**src/sv/sedge_pkg.sv**
```systemverilog
`timescale 1ns / 1ps
// ----------------------------------------------------------------------------
// Sobel edge RGB package
// Shared types and constants of the Sobel edge core: pixel and job types,
// queue sizing and configuration register indexes.
// ----------------------------------------------------------------------------
package sedge_pkg;

   localparam int CHAN_W = 8;
   localparam int PIX_W = 3 * CHAN_W;

   localparam int FW_W = 11;
   localparam int FH_W = 13;
   localparam int CSR_DATA_W = 13;
   localparam int CSR_IDX_W = 1;
   localparam logic [CSR_IDX_W-1:0] CSR_FRAME_WIDTH = 1'b0;
   localparam logic [CSR_IDX_W-1:0] CSR_FRAME_HEIGHT = 1'b1;
   localparam logic [FW_W-1:0] FRAME_WIDTH_RESET = 11'd640;
   localparam logic [FH_W-1:0] FRAME_HEIGHT_RESET = 13'd480;

   localparam logic KIND_PIXEL = 1'b0;
   localparam logic KIND_FLUSH = 1'b1;

   localparam int QUEUE_DEPTH = 4;
   localparam int QPTR_W = 2;
   localparam int QLVL_W = 3;

   localparam int GRAD_W = 11;
   localparam int SUM_W = 21;
   localparam int ROOT_STAGES = 8;

   typedef logic [PIX_W-1:0] pix_type;
   typedef logic [CHAN_W-1:0] chan_type;

   typedef struct packed {
      pix_type [2:0][2:0] win;
      logic top_ok;
      logic bottom_ok;
      logic left_ok;
      logic right_ok;
      logic last;
   } job_type;

   typedef struct packed {
      logic [QLVL_W-1:0] level;
      logic empty;
   } queue_status_type;

   function automatic chan_type pix_chan(pix_type p, logic [1:0] k);
      chan_type c;
      case (k)
         2'd2: c = p[23:16];
         2'd1: c = p[15:8];
         default: c = p[7:0];
      endcase
      return c;
   endfunction

endpackage

```
**src/sv/sedge_back.sv**
```systemverilog
`timescale 1ns / 1ps
// ----------------------------------------------------------------------------
// Sobel edge back end
// Forms Gx and Gy per channel, squares them, takes the rounded square root
// one bit per stage and holds the result beat in an output register.
// ----------------------------------------------------------------------------
module sedge_back (
   input  logic clock,
   input  logic reset,
   input  logic job_valid,
   input  sedge_pkg::job_type job,
   output logic pop,
   output logic out_valid,
   input  logic out_ready,
   output logic [7:0] out_red,
   output logic [7:0] out_green,
   output logic [7:0] out_blue,
   output logic out_last
);

   localparam int NS = sedge_pkg::ROOT_STAGES;

   logic adv;

   logic g_valid_ff;
   logic g_last_ff;
   logic signed [sedge_pkg::GRAD_W-1:0] gx_ff [3];
   logic signed [sedge_pkg::GRAD_W-1:0] gy_ff [3];
   logic signed [sedge_pkg::GRAD_W-1:0] gx_in [3];
   logic signed [sedge_pkg::GRAD_W-1:0] gy_in [3];

   logic rt_valid_ff [NS+1];
   logic rt_last_ff [NS+1];
   logic [sedge_pkg::SUM_W-1:0] rt_s_ff [NS+1][3];
   logic [7:0] rt_acc_ff [NS+1][3];
   logic [7:0] rt_acc_in [NS+1][3];
   logic [sedge_pkg::SUM_W-1:0] sq_in [3];

   logic out_valid_ff;
   logic out_last_ff;
   logic [7:0] out_edge_ff [3];

   assign adv = !out_valid_ff || out_ready;
   assign pop = adv && job_valid;

   always_comb begin
      logic [7:0] v [3][3];
      logic rok [3];
      logic cok [3];
      logic [9:0] pos_x, neg_x, pos_y, neg_y;
      rok[0] = job.top_ok;
      rok[1] = 1'b1;
      rok[2] = job.bottom_ok;
      cok[0] = job.left_ok;
      cok[1] = 1'b1;
      cok[2] = job.right_ok;
      for (int k = 0; k < 3; k++) begin
         for (int i = 0; i < 3; i++) begin
            for (int j = 0; j < 3; j++) begin
               v[i][j] = (rok[i] && cok[j]) ?
                  sedge_pkg::pix_chan(job.win[i][j], 2'(2 - k)) : 8'd0;
            end
         end
         pos_x = 10'(v[0][2]) + {1'b0, v[1][2], 1'b0} + 10'(v[2][2]);
         neg_x = 10'(v[0][0]) + {1'b0, v[1][0], 1'b0} + 10'(v[2][0]);
         pos_y = 10'(v[2][0]) + {1'b0, v[2][1], 1'b0} + 10'(v[2][2]);
         neg_y = 10'(v[0][0]) + {1'b0, v[0][1], 1'b0} + 10'(v[0][2]);
         gx_in[k] = $signed({1'b0, pos_x}) - $signed({1'b0, neg_x});
         gy_in[k] = $signed({1'b0, pos_y}) - $signed({1'b0, neg_y});
      end
   end

   always_comb begin
      logic signed [2*sedge_pkg::GRAD_W-1:0] sqx;
      logic signed [2*sedge_pkg::GRAD_W-1:0] sqy;
      for (int k = 0; k < 3; k++) begin
         sqx = gx_ff[k] * gx_ff[k];
         sqy = gy_ff[k] * gy_ff[k];
         sq_in[k] = sqx[sedge_pkg::SUM_W-1:0] + sqy[sedge_pkg::SUM_W-1:0];
      end
   end

   always_comb begin
      logic [7:0] t;
      logic [15:0] prod;
      for (int st = 0; st <= NS; st++) begin
         for (int k = 0; k < 3; k++) begin
            rt_acc_in[st][k] = rt_acc_ff[st][k];
         end
      end
      for (int st = 0; st < NS; st++) begin
         for (int k = 0; k < 3; k++) begin
            t = rt_acc_ff[st][k] | (8'h80 >> st);
            prod = 16'(t) * 16'(t - 8'd1);
            if (sedge_pkg::SUM_W'(prod) < rt_s_ff[st][k]) begin
               rt_acc_in[st][k] = t;
            end
         end
      end
   end

   always_ff @(posedge clock) begin
      if (reset) begin
         g_valid_ff <= 1'b0;
         for (int st = 0; st <= NS; st++) begin
            rt_valid_ff[st] <= 1'b0;
         end
         out_valid_ff <= 1'b0;
      end else if (adv) begin
         g_valid_ff <= job_valid;
         rt_valid_ff[0] <= g_valid_ff;
         for (int st = 0; st < NS; st++) begin
            rt_valid_ff[st+1] <= rt_valid_ff[st];
         end
         out_valid_ff <= rt_valid_ff[NS];
      end
   end

   always_ff @(posedge clock) begin
      if (adv) begin
         g_last_ff <= job.last;
         for (int k = 0; k < 3; k++) begin
            gx_ff[k] <= gx_in[k];
            gy_ff[k] <= gy_in[k];
            rt_s_ff[0][k] <= sq_in[k];
            rt_acc_ff[0][k] <= 8'd0;
            out_edge_ff[k] <= rt_acc_ff[NS][k];
         end
         rt_last_ff[0] <= g_last_ff;
         for (int st = 0; st < NS; st++) begin
            rt_last_ff[st+1] <= rt_last_ff[st];
            for (int k = 0; k < 3; k++) begin
               rt_s_ff[st+1][k] <= rt_s_ff[st][k];
               rt_acc_ff[st+1][k] <= rt_acc_in[st][k];
            end
         end
         out_last_ff <= rt_last_ff[NS];
      end
   end

   assign out_valid = out_valid_ff;
   assign out_red = out_edge_ff[0];
   assign out_green = out_edge_ff[1];
   assign out_blue = out_edge_ff[2];
   assign out_last = out_last_ff;

endmodule
```
**config.mk**
```make
export PLATFORM = sky130hd
export DESIGN_NAME = sedge_back
export DESIGN_NICKNAME = d
export VERILOG_FILES = /design/src/sv/sedge_pkg.sv /design/src/sv/sedge_back.sv
export SDC_FILE = /design/constraint.sdc
export NUM_CORES = 2
export LEC_CHECK = 0
export BUFFER_PORTS_ARGS = -buffer_cell sky130_fd_sc_hd__buf_2
export CORE_MARGIN = 4
export CORE_UTILIZATION = 70
export DETAILED_ROUTE_END_ITERATION = 10
export PLACE_DENSITY_LB_ADDON = 0.15
export SETUP_SLACK_MARGIN = 0.02
export SLEW_MARGIN = 10
export SYNTH_ARGS = -nofsm -noshare
export SYNTH_HDL_FRONTEND = slang
export SYNTH_SLANG_ARGS = --single-unit
```
**constraint.sdc**
```tcl
create_clock -name clock -period 43 [get_ports clock]
set_clock_uncertainty 0.2 [all_clocks]
set_input_delay 8.6 -clock clock [delete_from_list [all_inputs] [get_ports clock]]
set_output_delay 8.6 -clock clock [all_outputs]
set_load 0.005 [all_outputs]
```
# Yosys cells after proc, flatten, opt, wreduce, memory -nomap -nowiden
# Memories as Yosys holds them, arrays and structs flattened. A register that Yosys moved wholly into a read port is not among the register bits.
# Index checks and enable logic that the tools add are counted.
[word_totals] ff_bits=2 ram_bits=891 in_bits=225 output_inout_bits=27 memories=7
[memory_table] name="rt_s_ff" words=9 word_bits=63 rd=8 rd_ports_with_merged_regs=0 wr=9 line_no="sedge_back.sv:34" rtl="logic [sedge_pkg::SUM_W-1:0] rt_s_ff [NS+1][3];"
[memory_table] name="rt_acc_ff" words=9 word_bits=24 rd=9 rd_ports_with_merged_regs=0 wr=9 line_no="sedge_back.sv:35" rtl="logic [7:0] rt_acc_ff [NS+1][3];"
[memory_table] name="gx_ff" words=3 word_bits=11 rd=3 rd_ports_with_merged_regs=0 wr=3 line_no="sedge_back.sv:27" rtl="logic signed [sedge_pkg::GRAD_W-1:0] gx_ff [3];"
[memory_table] name="gy_ff" words=3 word_bits=11 rd=3 rd_ports_with_merged_regs=0 wr=3 line_no="sedge_back.sv:28" rtl="logic signed [sedge_pkg::GRAD_W-1:0] gy_ff [3];"
[memory_table] name="out_edge_ff" words=3 word_bits=8 rd=3 rd_ports_with_merged_regs=0 wr=3 line_no="sedge_back.sv:41" rtl="logic [7:0] out_edge_ff [3];"
[memory_table] name="rt_last_ff" words=9 word_bits=1 rd=9 rd_ports_with_merged_regs=1 wr=9 line_no="sedge_back.sv:33" rtl="logic rt_last_ff [NS+1];"
[memory_table] name="+1 memories"
[classes] n_addsub=57 multipliers=30 magnitude_cmp=24 muxes=63 n_bitwise=9 n_reduce_logical=7
[ops] operator="16-bit by 21-bit less-than comparator with 1-bit output" count=24
[ops] operator="9-bit by 9-bit multiplier with 16-bit output" count=24
[ops] operator="8-bit 2-to-1 mux" count=27
[ops] operator="8-bit by 1-bit subtractor with 9-bit output, second input constant" count=24
[ops] operator="11-bit by 11-bit multiplier with 21-bit output" count=6
[ops] operator="10-bit by 8-bit adder with 10-bit output" count=12
[ops] operator="8-bit by 9-bit adder with 10-bit output" count=12
[ops] operator="10-bit by 10-bit subtractor with 11-bit output" count=6
[ops] operator="21-bit adder" count=3
[ops] operator="7-bit 2-to-1 mux" count=3
[ops] operator="1-bit 2-to-1 mux" count=18
[ops] operator="6-bit 2-to-1 mux" count=3
[ops] operator="5-bit 2-to-1 mux" count=3
[ops] operator="4-bit 2-to-1 mux" count=3
[ops] operator="3-bit 2-to-1 mux" count=3
[ops] operator="1-bit bitwise OR" count=9
[ops] operator="2-bit 2-to-1 mux" count=3
[ops] operator="1-bit logical AND" count=5
[ops] operator="1-bit logical NOT" count=1
[ops] operator="1-bit logical OR" count=1

# Depth between registers and ports, before layout
[logic_depth] depth_word=6 ltp_mapped=25 ltp_nobuf=24

# Least setup slack after synthesis
# OpenSTA, ideal clock, no wires.
[synth_path] kind="input to register" start="input out_ready" end="register g_last_ff (enable)" setup_time_ps=1056 t_arrival_ps=22422 t_required_ps=41744 path_slack_ps=19322 stages=2 n_path_buf=0 path_cell_list="nor2b_1 > inv_1"
[synth_between] elab_chain_len=1
[synth_lines] element="start, declared" line_no="sedge_back.sv:14" rtl="input logic out_ready,"
[synth_lines] element="1-bit logical OR" line_no="sedge_back.sv:43" rtl="assign adv = !out_valid_ff || out_ready;"
[synth_lines] element="end signal, assigned" line_no="sedge_back.sv:121" rtl="g_last_ff <= job.last;"
[synth_lines] element="end, declared" line_no="sedge_back.sv:26" rtl="logic g_last_ff;"
# Every way passes these cells.
# A chain may end at the register's enable or synchronous reset.

# Final worst setup path
[layout_path] start="input out_ready" end="output pop"
[layout_between] elab_chain_len=2
[layout_lines] element="1-bit logical OR" line_no="sedge_back.sv:43"
[layout_lines] element="1-bit logical AND" line_no="sedge_back.sv:44" rtl="assign pop = adv && job_valid;"
[layout_lines] element="end, declared" line_no="sedge_back.sv:12" rtl="output logic pop,"
# Every way passes these cells.

==> metrics.csv <==
metric;value;unit
status;finished, final reports clean;
hpwl dp;121000;um
Detailed Routing Iterations Pass 1;5;
wire per inst;17.0;um
via/cell ratio;5.39;
post-synthesis cell area;0.0772;mm^2
kind of critical path;primary input to output pin;
die width;340;um
CP arrival;9.49;ns
Num CTS Buffers;81;
r2r worst-path depth;20;
Rel. slew slack;0.222;
Port Buffers;227;
max-cap violations;0;
Tcrit/Tclk final;0.425;
Worst Hold Class;flip-flop to flip-flop;
setup violators final;0;
CTS Buffer Depth;3;
initial antenna violation count;15;
clk sink count;724;
Mapped Cells;6940;
commonest non-fill, non-tap cell in the layout;inv_1;
min-delay src;rt_s_ff[2][5];
final hold viol count;0;
gr usage total;0.266;
fin. max-slew vios;0;
placer congestion estimate;1.02;
setup TNS;0;ns
cts repair resizes;0;
Crit path required time;34.20;ns
GRT overflow;0;
Critical Path Start;out_ready;
crit path max fanout;6;
cell taking the most area after synthesis;edfxtp_1;
RSZ-0062 raised after global routing;false;
Synth Warn #;0;
height of the die;340;um
Iter 0 DRT Violations;2233;
Synth Flop Type;edfxtp_1;
vias in the first global route;51300;
Synth top area share;0.281;
Cell Rows;121;
hold_buf cts;0;
IO Count;252;
Initial Util;0.707;
CP max stage cell;nor2b_1;
via count;46900;
later-pin clock latency in the skew report;0.68;ns
final net count;9508;
clock-pin transition on the worst setup and hold timing paths;0.06;ns
H-tree depth;3;
TritonCTS clock tree;yes;
Area contributors post-synth;edfxtp_1 (28%), fa_1 (28%), ha_1 (17%), inv_1 (8.9%), xnor2_1 (3.1%);
EDFF count, synth;722;
Least-Margin Pin Slew;1.17;ns
fill count;7223;
Worst path max stage delay;0.50;ns
Yosys reg bits;724;
Hold Crit Depth;0;
Syn Area/Cell;11.1;um^2
crit-path cells;buf_2 -> nor2b_1 -> nor2b_1 -> buf_2;
CP startpoint kind;primary input;
post-route minimum period;18.29;ns
Area growth syn-to-layout;7.10;%
Synth cell types;65;
total core area;0.109;mm^2
leading cell types in the layout, fill and taps excluded;inv_1 (1,824), fa_1 (1,079), ha_1 (1,053);
sequential share of the synthesized area;0.281;
first-pass GRT wire length;249000;um
DRC violations left;0;
post-CTS setup buffer count;0;
Crit. End Element;output pin;
largest net degree at the start of global routing;199;
ys async rst share;0;
fmax;0.0547;GHz
Antenna Nets Post-Route;0;
final wirelength;148000;um
r2r startpoint;gy_ff[0][0];
Die ar.;0.116;mm^2
proportion of layout cells with a drive suffix above 1;0.0574;
clk root buf;clkbuf_16;
Synthesized Nets;9297;
cell type report:
| type | count | area (um^2) | share of cell area |
|---|---|---|---|
| clock inverter | 52 | 743 | 0.00899 |
| sequential | 724 | 21700 | 0.263 |
| inverter | 1825 | 6860 | 0.0830 |
| antenna | 4 | 10.0 | 0.000121 |
| tap | 1476 | 1850 | 0.0223 |
| multi-input combinational | 4281 | 48200 | 0.583 |
| clock buffer | 91 | 2060 | 0.0250 |
| timing repair buffer | 238 | 1230 | 0.0149 |
sequential cells by signal (all words and copies together), names as in the netlist:
register	flops
rt_s_ff	504
gx_ff	33
rt_valid_ff	9
out_valid	1
rt_acc_ff	108
rt_last_ff	9
g_last_ff	1
g_valid_ff	1
gy_ff	33
out_edge_ff	24
out_last	1
worst max-delay path, delay by kind of cell:
family	cells	cell delay, ns
simple gates	2	0.63
buf+inv	2	0.26
cells in the mapped netlist (7+ instances only):
cell type and number:
a2111o_1 7, a2111oi_0 7, a211o_1 9, a211oi_1 10, a21o_1 110, a21oi_1 209
a21oi_2 14, a31oi_1 9, and2_1 315, and3_1 74, clkbuf_1 107, edfxtp_1 722
fa_1 1079, ha_1 1053, inv_1 1825, mux2_2 8, nand2_1 336, nand2b_1 40
nand3_1 20, nand4_1 24, nor2_1 133, nor2b_1 80, nor3_1 27, nor4_1 24
o211ai_1 15, o21a_1 20, o21ai_0 111, o21bai_1 38, o31ai_1 20, or2_2 17
or3_1 7, or4_1 28, xnor2_1 272, xor2_1 98
per-stage QoR:
stage	instances	hold WS [ns]	cell area (um^2)	worst slack, ns	utilization
after floorplan	6940	0.200	77200	19.32	-
after global placement	8544	0.201	79800	24.76	0.731
after detailed placement	8544	0.205	79800	24.73	0.731
after CTS	8687	0.203	82700	24.73	0.757
after global routing	8690	0.222	82700	24.63	0.757
final	8691	0.211	82700	24.71	0.757
cells by family after synthesis:
logic type               Yosys count  synth area share
adder cells (fa/ha/maj)         2132             0.451
buffers and inverters           1935            0.0942
AND/OR/NAND/NOR                 1141            0.0774
flip-flops                       724             0.281
AO/OA/AOI/OAI                    625            0.0526
XOR/XNOR                         370            0.0420
multiplexers                      13           0.00182
layer usage:
layer | GRT usage | part of all wire | wire (um)
met5 | 0 | 0.00062 | 92
met4 | 0.0914 | 0.035 | 5230
met1 | 0.330 | 0.40 | 59000
met2 | 0.478 | 0.51 | 75600
met3 | 0.0397 | 0.051 | 7540
final timing paths:
check / to / slack (ns)
hold reg to reg: rt_s_ff[3][5] / 0.21
setup / recovery: pop / 24.71
setup reg to reg: rt_s_ff[0][61] / 35.44
hold / removal: rt_s_ff[3][5] / 0.21
Power is not shown: default switching activity piles up to over one toggle a cycle in this logic, so the estimate is an artifact.
