[src/sv/sedge_pkg.sv]
`timescale 1ns / 1ps
// ----------------------------------------------------------------------------
// Sobel edge RGB package
// Shared types and constants of the Sobel edge core: pixel and job types,
// queue sizing and configuration register indexes.
// ----------------------------------------------------------------------------
package sedge_pkg;

   localparam int CHAN_W = 8;
   localparam int PIX_W = 3 * CHAN_W;

   localparam int FW_W = 11;
   localparam int FH_W = 13;
   localparam int CSR_DATA_W = 13;
   localparam int CSR_IDX_W = 1;
   localparam logic [CSR_IDX_W-1:0] CSR_FRAME_WIDTH = 1'b0;
   localparam logic [CSR_IDX_W-1:0] CSR_FRAME_HEIGHT = 1'b1;
   localparam logic [FW_W-1:0] FRAME_WIDTH_RESET = 11'd640;
   localparam logic [FH_W-1:0] FRAME_HEIGHT_RESET = 13'd480;

   localparam logic KIND_PIXEL = 1'b0;
   localparam logic KIND_FLUSH = 1'b1;

   localparam int QUEUE_DEPTH = 4;
   localparam int QPTR_W = 2;
   localparam int QLVL_W = 3;

   localparam int GRAD_W = 11;
   localparam int SUM_W = 21;
   localparam int ROOT_STAGES = 8;

   typedef logic [PIX_W-1:0] pix_type;
   typedef logic [CHAN_W-1:0] chan_type;

   typedef struct packed {
      pix_type [2:0][2:0] win;
      logic top_ok;
      logic bottom_ok;
      logic left_ok;
      logic right_ok;
      logic last;
   } job_type;

   typedef struct packed {
      logic [QLVL_W-1:0] level;
      logic empty;
   } queue_status_type;

   function automatic chan_type pix_chan(pix_type p, logic [1:0] k);
      chan_type c;
      case (k)
         2'd2: c = p[23:16];
         2'd1: c = p[15:8];
         default: c = p[7:0];
      endcase
      return c;
   endfunction

endpackage

[src/sv/sedge_queue.sv]
`timescale 1ns / 1ps
// ----------------------------------------------------------------------------
// Sobel edge job queue
// Short first-in first-out buffer of window jobs between front and back end.
// ----------------------------------------------------------------------------
module sedge_queue (
   input  logic clock,
   input  logic reset,
   input  logic push,
   input  sedge_pkg::job_type push_job,
   input  logic pop,
   output sedge_pkg::job_type pop_job,
   output sedge_pkg::queue_status_type status
);

   sedge_pkg::job_type q_mem [sedge_pkg::QUEUE_DEPTH];
   logic [sedge_pkg::QPTR_W-1:0] wr_ptr_ff, wr_ptr_in;
   logic [sedge_pkg::QPTR_W-1:0] rd_ptr_ff, rd_ptr_in;
   logic [sedge_pkg::QLVL_W-1:0] level_ff, level_in;
   logic do_pop;

   assign do_pop = pop && (level_ff != '0);

   always_comb begin
      wr_ptr_in = push ? wr_ptr_ff + sedge_pkg::QPTR_W'(1) : wr_ptr_ff;
      rd_ptr_in = do_pop ? rd_ptr_ff + sedge_pkg::QPTR_W'(1) : rd_ptr_ff;
      level_in = level_ff + sedge_pkg::QLVL_W'(push) - sedge_pkg::QLVL_W'(do_pop);
   end

   always_ff @(posedge clock) begin
      if (reset) begin
         wr_ptr_ff <= '0;
         rd_ptr_ff <= '0;
         level_ff <= '0;
      end else begin
         wr_ptr_ff <= wr_ptr_in;
         rd_ptr_ff <= rd_ptr_in;
         level_ff <= level_in;
      end
   end

   always_ff @(posedge clock) begin
      if (push) begin
         q_mem[wr_ptr_ff] <= push_job;
      end
   end

   assign pop_job = q_mem[rd_ptr_ff];
   assign status.level = level_ff;
   assign status.empty = level_ff == '0;

endmodule

[config.mk]
export PLATFORM = sky130hd
export DESIGN_NAME = sedge_queue
export DESIGN_NICKNAME = d
export VERILOG_FILES = /design/src/sv/sedge_pkg.sv /design/src/sv/sedge_queue.sv
export SDC_FILE = /design/constraint.sdc
export NUM_CORES = 1
export LEC_CHECK = 0
export ABC_AREA = 1
export BUFFER_PORTS_ARGS = -buffer_cell sky130_fd_sc_hd__buf_2
export CORE_ASPECT_RATIO = 1.1
export CORE_MARGIN = 1
export CORE_UTILIZATION = 45
export CTS_BUF_LIST = sky130_fd_sc_hd__clkbuf_8
export CTS_CLUSTER_SIZE = 25
export DETAILED_ROUTE_END_ITERATION = 7
export SYNTH_ARGS = -nofsm -noshare
export SYNTH_HDL_FRONTEND = slang
export SYNTH_SLANG_ARGS = --single-unit
[constraint.sdc]
create_clock -name clock -period 7 [get_ports clock]
set_clock_uncertainty 0.2 [all_clocks]
set_input_delay 1.4 -clock clock [delete_from_list [all_inputs] [get_ports clock]]
set_output_delay 1.4 -clock clock [all_outputs]
set_load 0.01 [all_outputs]
# [Yosys cells after proc, flatten, opt, wreduce, memory -nomap -nowiden]
# Memory sizes are Yosys's and may differ from the RTL's. A register that Yosys moved wholly into a read port is not among the register bits.
# Cells that the tools add are included.
[totals] reg_bits=7 ramBits=884 wordCells=15 mem_count=1
[classes] n_addsub=4 n_mux=4 reduce_logical=3
[memory_table] memory="q_mem" words=4 word_bits=221 read_ports=1 rd_ports_with_merged_regs=1 write_ports=1 line="sedge_queue.sv:16" source="sedge_pkg::job_type q_mem [sedge_pkg::QUEUE_DEPTH];"
[op_table] operator="$add A2 B1 Y2 const B" count=2
[op_table] operator="$mux W2" count=2
[op_table] operator="$add A3 B1 Y3" count=1
[op_table] operator="$logic_not A3 Y1" count=1
[op_table] operator="$reduce_bool A3 Y1" count=1
[op_table] operator="$sub A3 B1 Y3" count=1
[op_table] operator="$mux W1" count=2
[op_table] operator="$logic_and A1 B1 Y1" count=1

# [Longest topological paths before layout]
# Gate-level depths: netlist of run 1.
[depth] word_depth=4 mapped_depth=12 ltp_nobuf=12

# [Worst setup path after synthesis of run 1]
# OpenSTA, ideal clock, no wires.
[synth_timing] kind="in2reg" from="input push" to="memory q_mem[2][0] (netlist bit), enable pin" arrival_ns=5.674 required_time_ns=6.228 path_slack_ns=0.554 stages=2 path_buffers=0 path_cell_list="nand2_1 > inv_1"
[synth_between] elab_chain_len=2
[synth_lines] item="from (decl)" line="sedge_queue.sv:9" source="input logic push,"
[synth_lines] item="$mux W1" line="sedge_queue.sv:43" source="if (push) begin"
[synth_lines] item="$mux W1 (implied by the code)" line="sedge_queue.sv:44" source="q_mem[wr_ptr_ff] <= push_job;"
[synth_lines] item="to (decl)" line="sedge_queue.sv:16"
# Every way passes these cells.

==> flow_metrics.env, run 1 <==
export IMPL_ctsResizeCount=0
export IMPL_grt_ovfl_total=0
export IMPL_grt_max_degree=233
export IMPL_htreeDepth=4
export IMPL_antenna_left=0
export IMPL_yosys_warnings=0
export IMPL_ir_worst_vdd_mv=0.289
export IMPL_finalWorstPathRequiredPeriod_ns=5.30
export IMPL_clockBufferDepth=3
export IMPL_power_leakage_nw=13.5
export IMPL_dpl_hpwl_um=43300
export IMPL_grt_antenna_before_repair=28
export IMPL_io_pins=450
export IMPL_floorplan_initialDensity=0.457
export IMPL_setup_tns_final_ns=0
export IMPL_ys_ff_latch=893
export IMPL_rows=103
export IMPL_drv_cap=0
export IMPL_cts_setup_buffers=0
export IMPL_via_per_inst=5.41
export IMPL_syn_nets=2428
export IMPL_fp_coreArea_um2=72200
export IMPL_fin_crit_sh=0.757
export IMPL_seq_area_frac_synth=0.810
export IMPL_crit_required_ns=5.40
export IMPL_gp_congestion=0.776
export IMPL_root_buffer="clkbuf_8"
export IMPL_worstSetupEndpointType="output port"
export IMPL_drc=0
export IMPL_rsz0062_at_grt="false"
export IMPL_crit_path_max_fanout=198
export IMPL_slew_headroom=0.164
export IMPL_nNetsFinal=2896
export IMPL_setup_viol=0
export IMPL_ys_types=19
export IMPL_dieArea_um2=74400
export IMPL_area_delta_synth_final_pct=17.0
export IMPL_cp_arrival_ns=3.70
export IMPL_synth_area_um2=33000
export IMPL_cts_tree="built"
export IMPL_drtPass1Iterations=7
export IMPL_run_status="completed"
export IMPL_whs_ns=0.295
export IMPL_ctsHoldBuffers=0
export IMPL_powerDensity_nw_per_um2=335
export IMPL_num_vias=20200
export IMPL_hold_violations=0
export IMPL_cts_sinks=893
export IMPL_io_buffers=449
export IMPL_postSynthCellCount=2196
export IMPL_drt_wirelength_per_cell_um=21.2
export IMPL_clk_pin_slew_ns=0.05
export IMPL_drt_total_wl_um=79300
export IMPL_grt_pass1_vias=20000
export IMPL_drive_above_1_share=0.233
export IMPL_avgSynthCellArea_um2=15.0
export IMPL_grt_pass1_wl_um=117000
export IMPL_max_freq_ghz=0.189
export IMPL_start_kind="flop"
export IMPL_cts_buffers=145
export IMPL_grtUsageTotal=0.209
export IMPL_regArea_um2=26700
export IMPL_hold_class="flop to flop"
export IMPL_die_w_um=260
export IMPL_setup_worst_path_class="flop to output port"
export IMPL_drtIter0Drc=1493
export IMPL_worst_pin_slew_ns=1.25
export IMPL_die_height_um=286
export IMPL_fillers=5988
export IMPL_clk_latency_ns=0.77
export IMPL_maxSlewViolCount=0
export IMPL_multi_input_area_um2=5470
-- cells in the mapped netlist --
cell type	instances	area, µm²
nand2_1	11	41.3
inv_2	1	3.75
ha_1	6	75.1
inv_1	16	60.1
o22ai_1	221	1380
o21ai_0	403	2020
nor2_1	450	1690
o21ai_1	41	205
buf_6	3	33.8
nand3_1	2	10.0
a21oi_1	5	25.0
fa_1	1	20.0
buf_2	55	275
edfxtp_1	884	26500
clkbuf_2	9	45.0
dfxtp_1	9	180
inv_4	1	6.26
clkbuf_1	53	199
buf_4	25	188
-- cells by family (layout without fill, tap and decap cells) --
kind of cell | after synthesis | after routing | synth area share
AO/OA/AOI/OAI | 670 | 670 | 0.110
adder cells (fa/ha/maj) | 7 | 7 | 0.00288
buffers and inverters | 163 | 743 | 0.0246
flip-flops | 893 | 893 | 0.810
other | 0 | 19 | 0
AND/OR/NAND/NOR | 463 | 463 | 0.0527
-- critical path, cell delays in order, from the launching register on --
cell and delay, ns:
dfxtp_4 0.72, clkinv_8 0.66, buf_12 0.50, o21ai_0 0.32
o22ai_1 0.12, buf_2 0.16
-- metal layers --
metal / share of wire / track usage / vias up
met4: 0.030 / 0.0965 / 22
met5: 0.0018 / 0 / -
met3: 0.071 / 0.0636 / 165
met1: 0.39 / 0.250 / 10100
li1: - / - / 9312
met2: 0.50 / 0.345 / 609
-- report_power, final --
group          switching, mW  internal, mW  total [mW]
clock                   2.00          2.04        4.05
sequential            0.0987          6.13        6.23
combinational           1.81         0.830        2.64
total                   3.91          9.01        12.9
-- state kept, by name, indices dropped and copies added (netlist names), named ones only --
signal and count:
wr_ptr_ff 2, q_mem 884, level_ff 3, rd_ptr_ff 2
-- path summary, 6_finish.rpt --
kind | start | cells past startpoint | end | slack, ns
worst max-delay path | flop | 5 | pop_job[150] | 1.70
worst min-delay path | rd_ptr_ff[0] | 2 | flop | 0.29
worst min register to register | rd_ptr_ff[0] | 2 | flop | 0.29
worst max register to register | wr_ptr_ff[0] | 5 | q_mem[0][211] | 4.35
-- final cells by class --
class | count | area share
antenna | 19 | 0.00123
clock buffer | 147 | 0.0524
clock inverter | 112 | 0.0150
timing repair buffer | 466 | 0.0638
multi-input combinational | 1140 | 0.142
inverter | 18 | 0.00298
sequential | 893 | 0.692
tap | 945 | 0.0306
-- placed cells by master, fill, tap and decap left out --
| cell type | synthesis | layout |
|---|---|---|
| o22ai_1 | 221 | 221 |
| dfxtp_1 | 9 | 7 |
| inv_8 | 0 | 4 |
| inv_1 | 16 | 63 |
| a21oi_1 | 5 | 5 |
| fa_1 | 1 | 1 |
| buf_2 | 55 | 449 |
| clkinv_2 | 0 | 9 |
| clkinv_1 | 0 | 36 |
| nand3_1 | 2 | 2 |
| clkinv_8 | 0 | 4 |
| ha_1 | 6 | 6 |
| buf_4 | 25 | 10 |
| clkbuf_8 | 0 | 147 |
| buf_12 | 0 | 7 |
| o21ai_0 | 403 | 403 |
| clkinvlp_4 | 0 | 3 |
| edfxtp_1 | 884 | 884 |
| diode_2 | 0 | 19 |
| inv_12 | 0 | 1 |
| nor2_1 | 450 | 450 |
| nand2_1 | 11 | 11 |
| o21ai_1 | 41 | 41 |
| inv_6 | 0 | 8 |
| dfxtp_4 | 0 | 2 |
| bufinv_16 | 0 | 2 |
-- per-stage QoR --
stage               std cells  power (mW)  instance area [µm²]  worst slack (ns)  utilization
finish                   3740        12.9                38600              1.70        0.535
global route             3736        13.5                38600              1.49        0.535
CTS                      3721        13.1                38600              1.70        0.534
detailed placement       3462        9.02                36000              2.57        0.498
global placement         3462        8.96                36000              2.67        0.498
floorplan                2196        7.94                33000             0.554            -
Note: power is estimated with default switching activity, not from simulation.
==> inputs of run 2 (changes only) <==
Clock period 7 ns to 5.32 ns, I/O delays scaled along.
==> flow_metrics.env, run 2 (synthesis gave the netlist of run 1 again) <==
export IMPL_finalWorstPathRequiredPeriod_ns=4.57
export IMPL_crit_required_ns=4.06
export IMPL_top_regs="q_mem (884), level_ff (3)"
export IMPL_nNetsFinal=2903
export IMPL_floorplan_initialDensity=0.457
export IMPL_cts_setup_buffers=0
export IMPL_clk_latency_ns=0.75
export IMPL_cts_buffers=146
export IMPL_grt_ovfl_total=0
export IMPL_ctsHoldBuffers=0
export IMPL_grt_pass1_vias=19600
export IMPL_num_vias=20000
export IMPL_cts_sinks=893
export IMPL_grt_antenna_before_repair=17
export IMPL_fp_coreArea_um2=72200
export IMPL_start_kind="flop"
export IMPL_power_leakage_nw=13.5
export IMPL_top_usage_layer="met2"
export IMPL_powerDensity_nw_per_um2=439
export IMPL_via_per_inst=5.36
export IMPL_io_buffers=449
export IMPL_cts_tree="built"
export IMPL_die_height_um=286
export IMPL_maxSlewViolCount=0
export IMPL_clk_pin_slew_ns=0.06
export IMPL_final_common_cell="edfxtp_1"
export IMPL_timing_rr_end="q_mem[2][122]"
export IMPL_critPathSlowestCell="buf_4"
export IMPL_rows=103
export IMPL_max_freq_ghz=0.219
export IMPL_drt_total_wl_um=78200
export IMPL_hp_start="rd_ptr_ff[0]"
export IMPL_root_buffer="clkbuf_8"
export IMPL_whs_ns=0.286
export IMPL_dpl_hpwl_um=42800
export IMPL_setup_worst_path_class="flop to output port"
export IMPL_final_cell_mix="884 x edfxtp_1, 450 x nor2_1, 449 x buf_2"
export IMPL_hold_class="flop to flop"
export IMPL_met3_usage=0.0605
export IMPL_r2r_cells=6
export IMPL_drive_above_1_share=0.235
export IMPL_antenna_left=0
export IMPL_ir_worst_vdd_mv=0.291
export IMPL_path_cells="clkinv_8 > buf_4 > o21ai_0 > o22ai_1 > buf_2"
export IMPL_run_status="completed"
export IMPL_grtUsageTotal=0.204
export IMPL_slew_headroom=0.266
export IMPL_htreeDepth=4
export IMPL_gp_congestion=0.777
export IMPL_drtPass1Iterations=5
export IMPL_cpLargestDelayFamily="buffers and inverters"
export IMPL_setup_viol=0
export IMPL_min_to="rd_ptr_ff[0]"
export IMPL_timing_final_ws_setup_ns=0.751
export IMPL_drc=0
export IMPL_dieArea_um2=74400
export IMPL_max_stage_delay_ns=0.88
export IMPL_ctsResizeCount=0
export IMPL_hold_path_depth=2
export IMPL_grt_pass1_wl_um=115000
export IMPL_grt_use_met1=0.247
export IMPL_crit_path_max_fanout=134
export IMPL_fin_crit_sh=0.859
export IMPL_rr_startpoint="wr_ptr_ff[0]"
export IMPL_cp_arrival_ns=3.30
export IMPL_regMostFlops="q_mem"
export IMPL_drv_cap=0
export IMPL_grt_util_met2=0.344
export IMPL_worst_path_buf_inv=3
export IMPL_power_mw=17.0
export IMPL_fin_util=0.535
export IMPL_clockBufferDepth=3
export IMPL_worstSetupEndpointType="output port"
export IMPL_drt_wirelength_per_cell_um=21.0
export IMPL_grt_max_degree=209
export IMPL_worst_pin_slew_ns=1.10
export IMPL_rsz0062_at_grt="false"
export IMPL_hold_violations=0
export IMPL_io_pins=450
export IMPL_die_w_um=260
export IMPL_largest_register_ffs=884
export IMPL_post_place_ws_ns=1.53
export IMPL_drtIter0Drc=1247
export IMPL_ff2ff_setup_slack_ns=2.26
export IMPL_area_delta_synth_final_pct=17.0
export IMPL_setup_tns_final_ns=0
[run 2: report_power, final]
part / switching (mW) / internal (mW)
logic: 2.42 / 1.10
registers: 0.116 / 8.07
clock network: 2.57 / 2.68
[run 2: final cells by class]
class,count,area (µm²)
clock buffer,151,2080
inverter,18,100
fill,5981,33500
antenna,17,42.5
sequential,893,26700
multi-input combinational,1140,5470
tap,945,1180
clock inverter,95,482
timing repair buffer,472,2540
[run 2: how the worst max path moves through the flow]
stage                         end  slack, ns  cells past startpoint
floorplan             q_mem[0][0]       0.29                      2
global placement    q_mem[2][105]       1.50                      5
detailed placement   pop_job[107]       1.53                      5
CTS                  pop_job[107]       0.67                      5
global route         pop_job[107]       0.44                      5
finish               pop_job[107]       0.75                      5
[run 2: metrics by stage]
stage	cells	cell area, µm²
after detailed placement	3468	36000
after global routing	3721	38600
final	3731	38600
after floorplan	2196	33000
after global placement	3468	36000
after CTS	3714	38600
[run 2: worst min-delay path: stages (launching register included)]
cell and delay [ns]:
dfxtp_1 0.33, a21oi_1 0.05, nor2_1 0.07
[run 2: metal layers]
| metal | up-vias | part of all wire |
|---|---|---|
| met5 | - | 0.0015 |
| met4 | 18 | 0.023 |
| met3 | 130 | 0.068 |
| met2 | 605 | 0.51 |
| met1 | 9937 | 0.40 |
| li1 | 9300 | - |
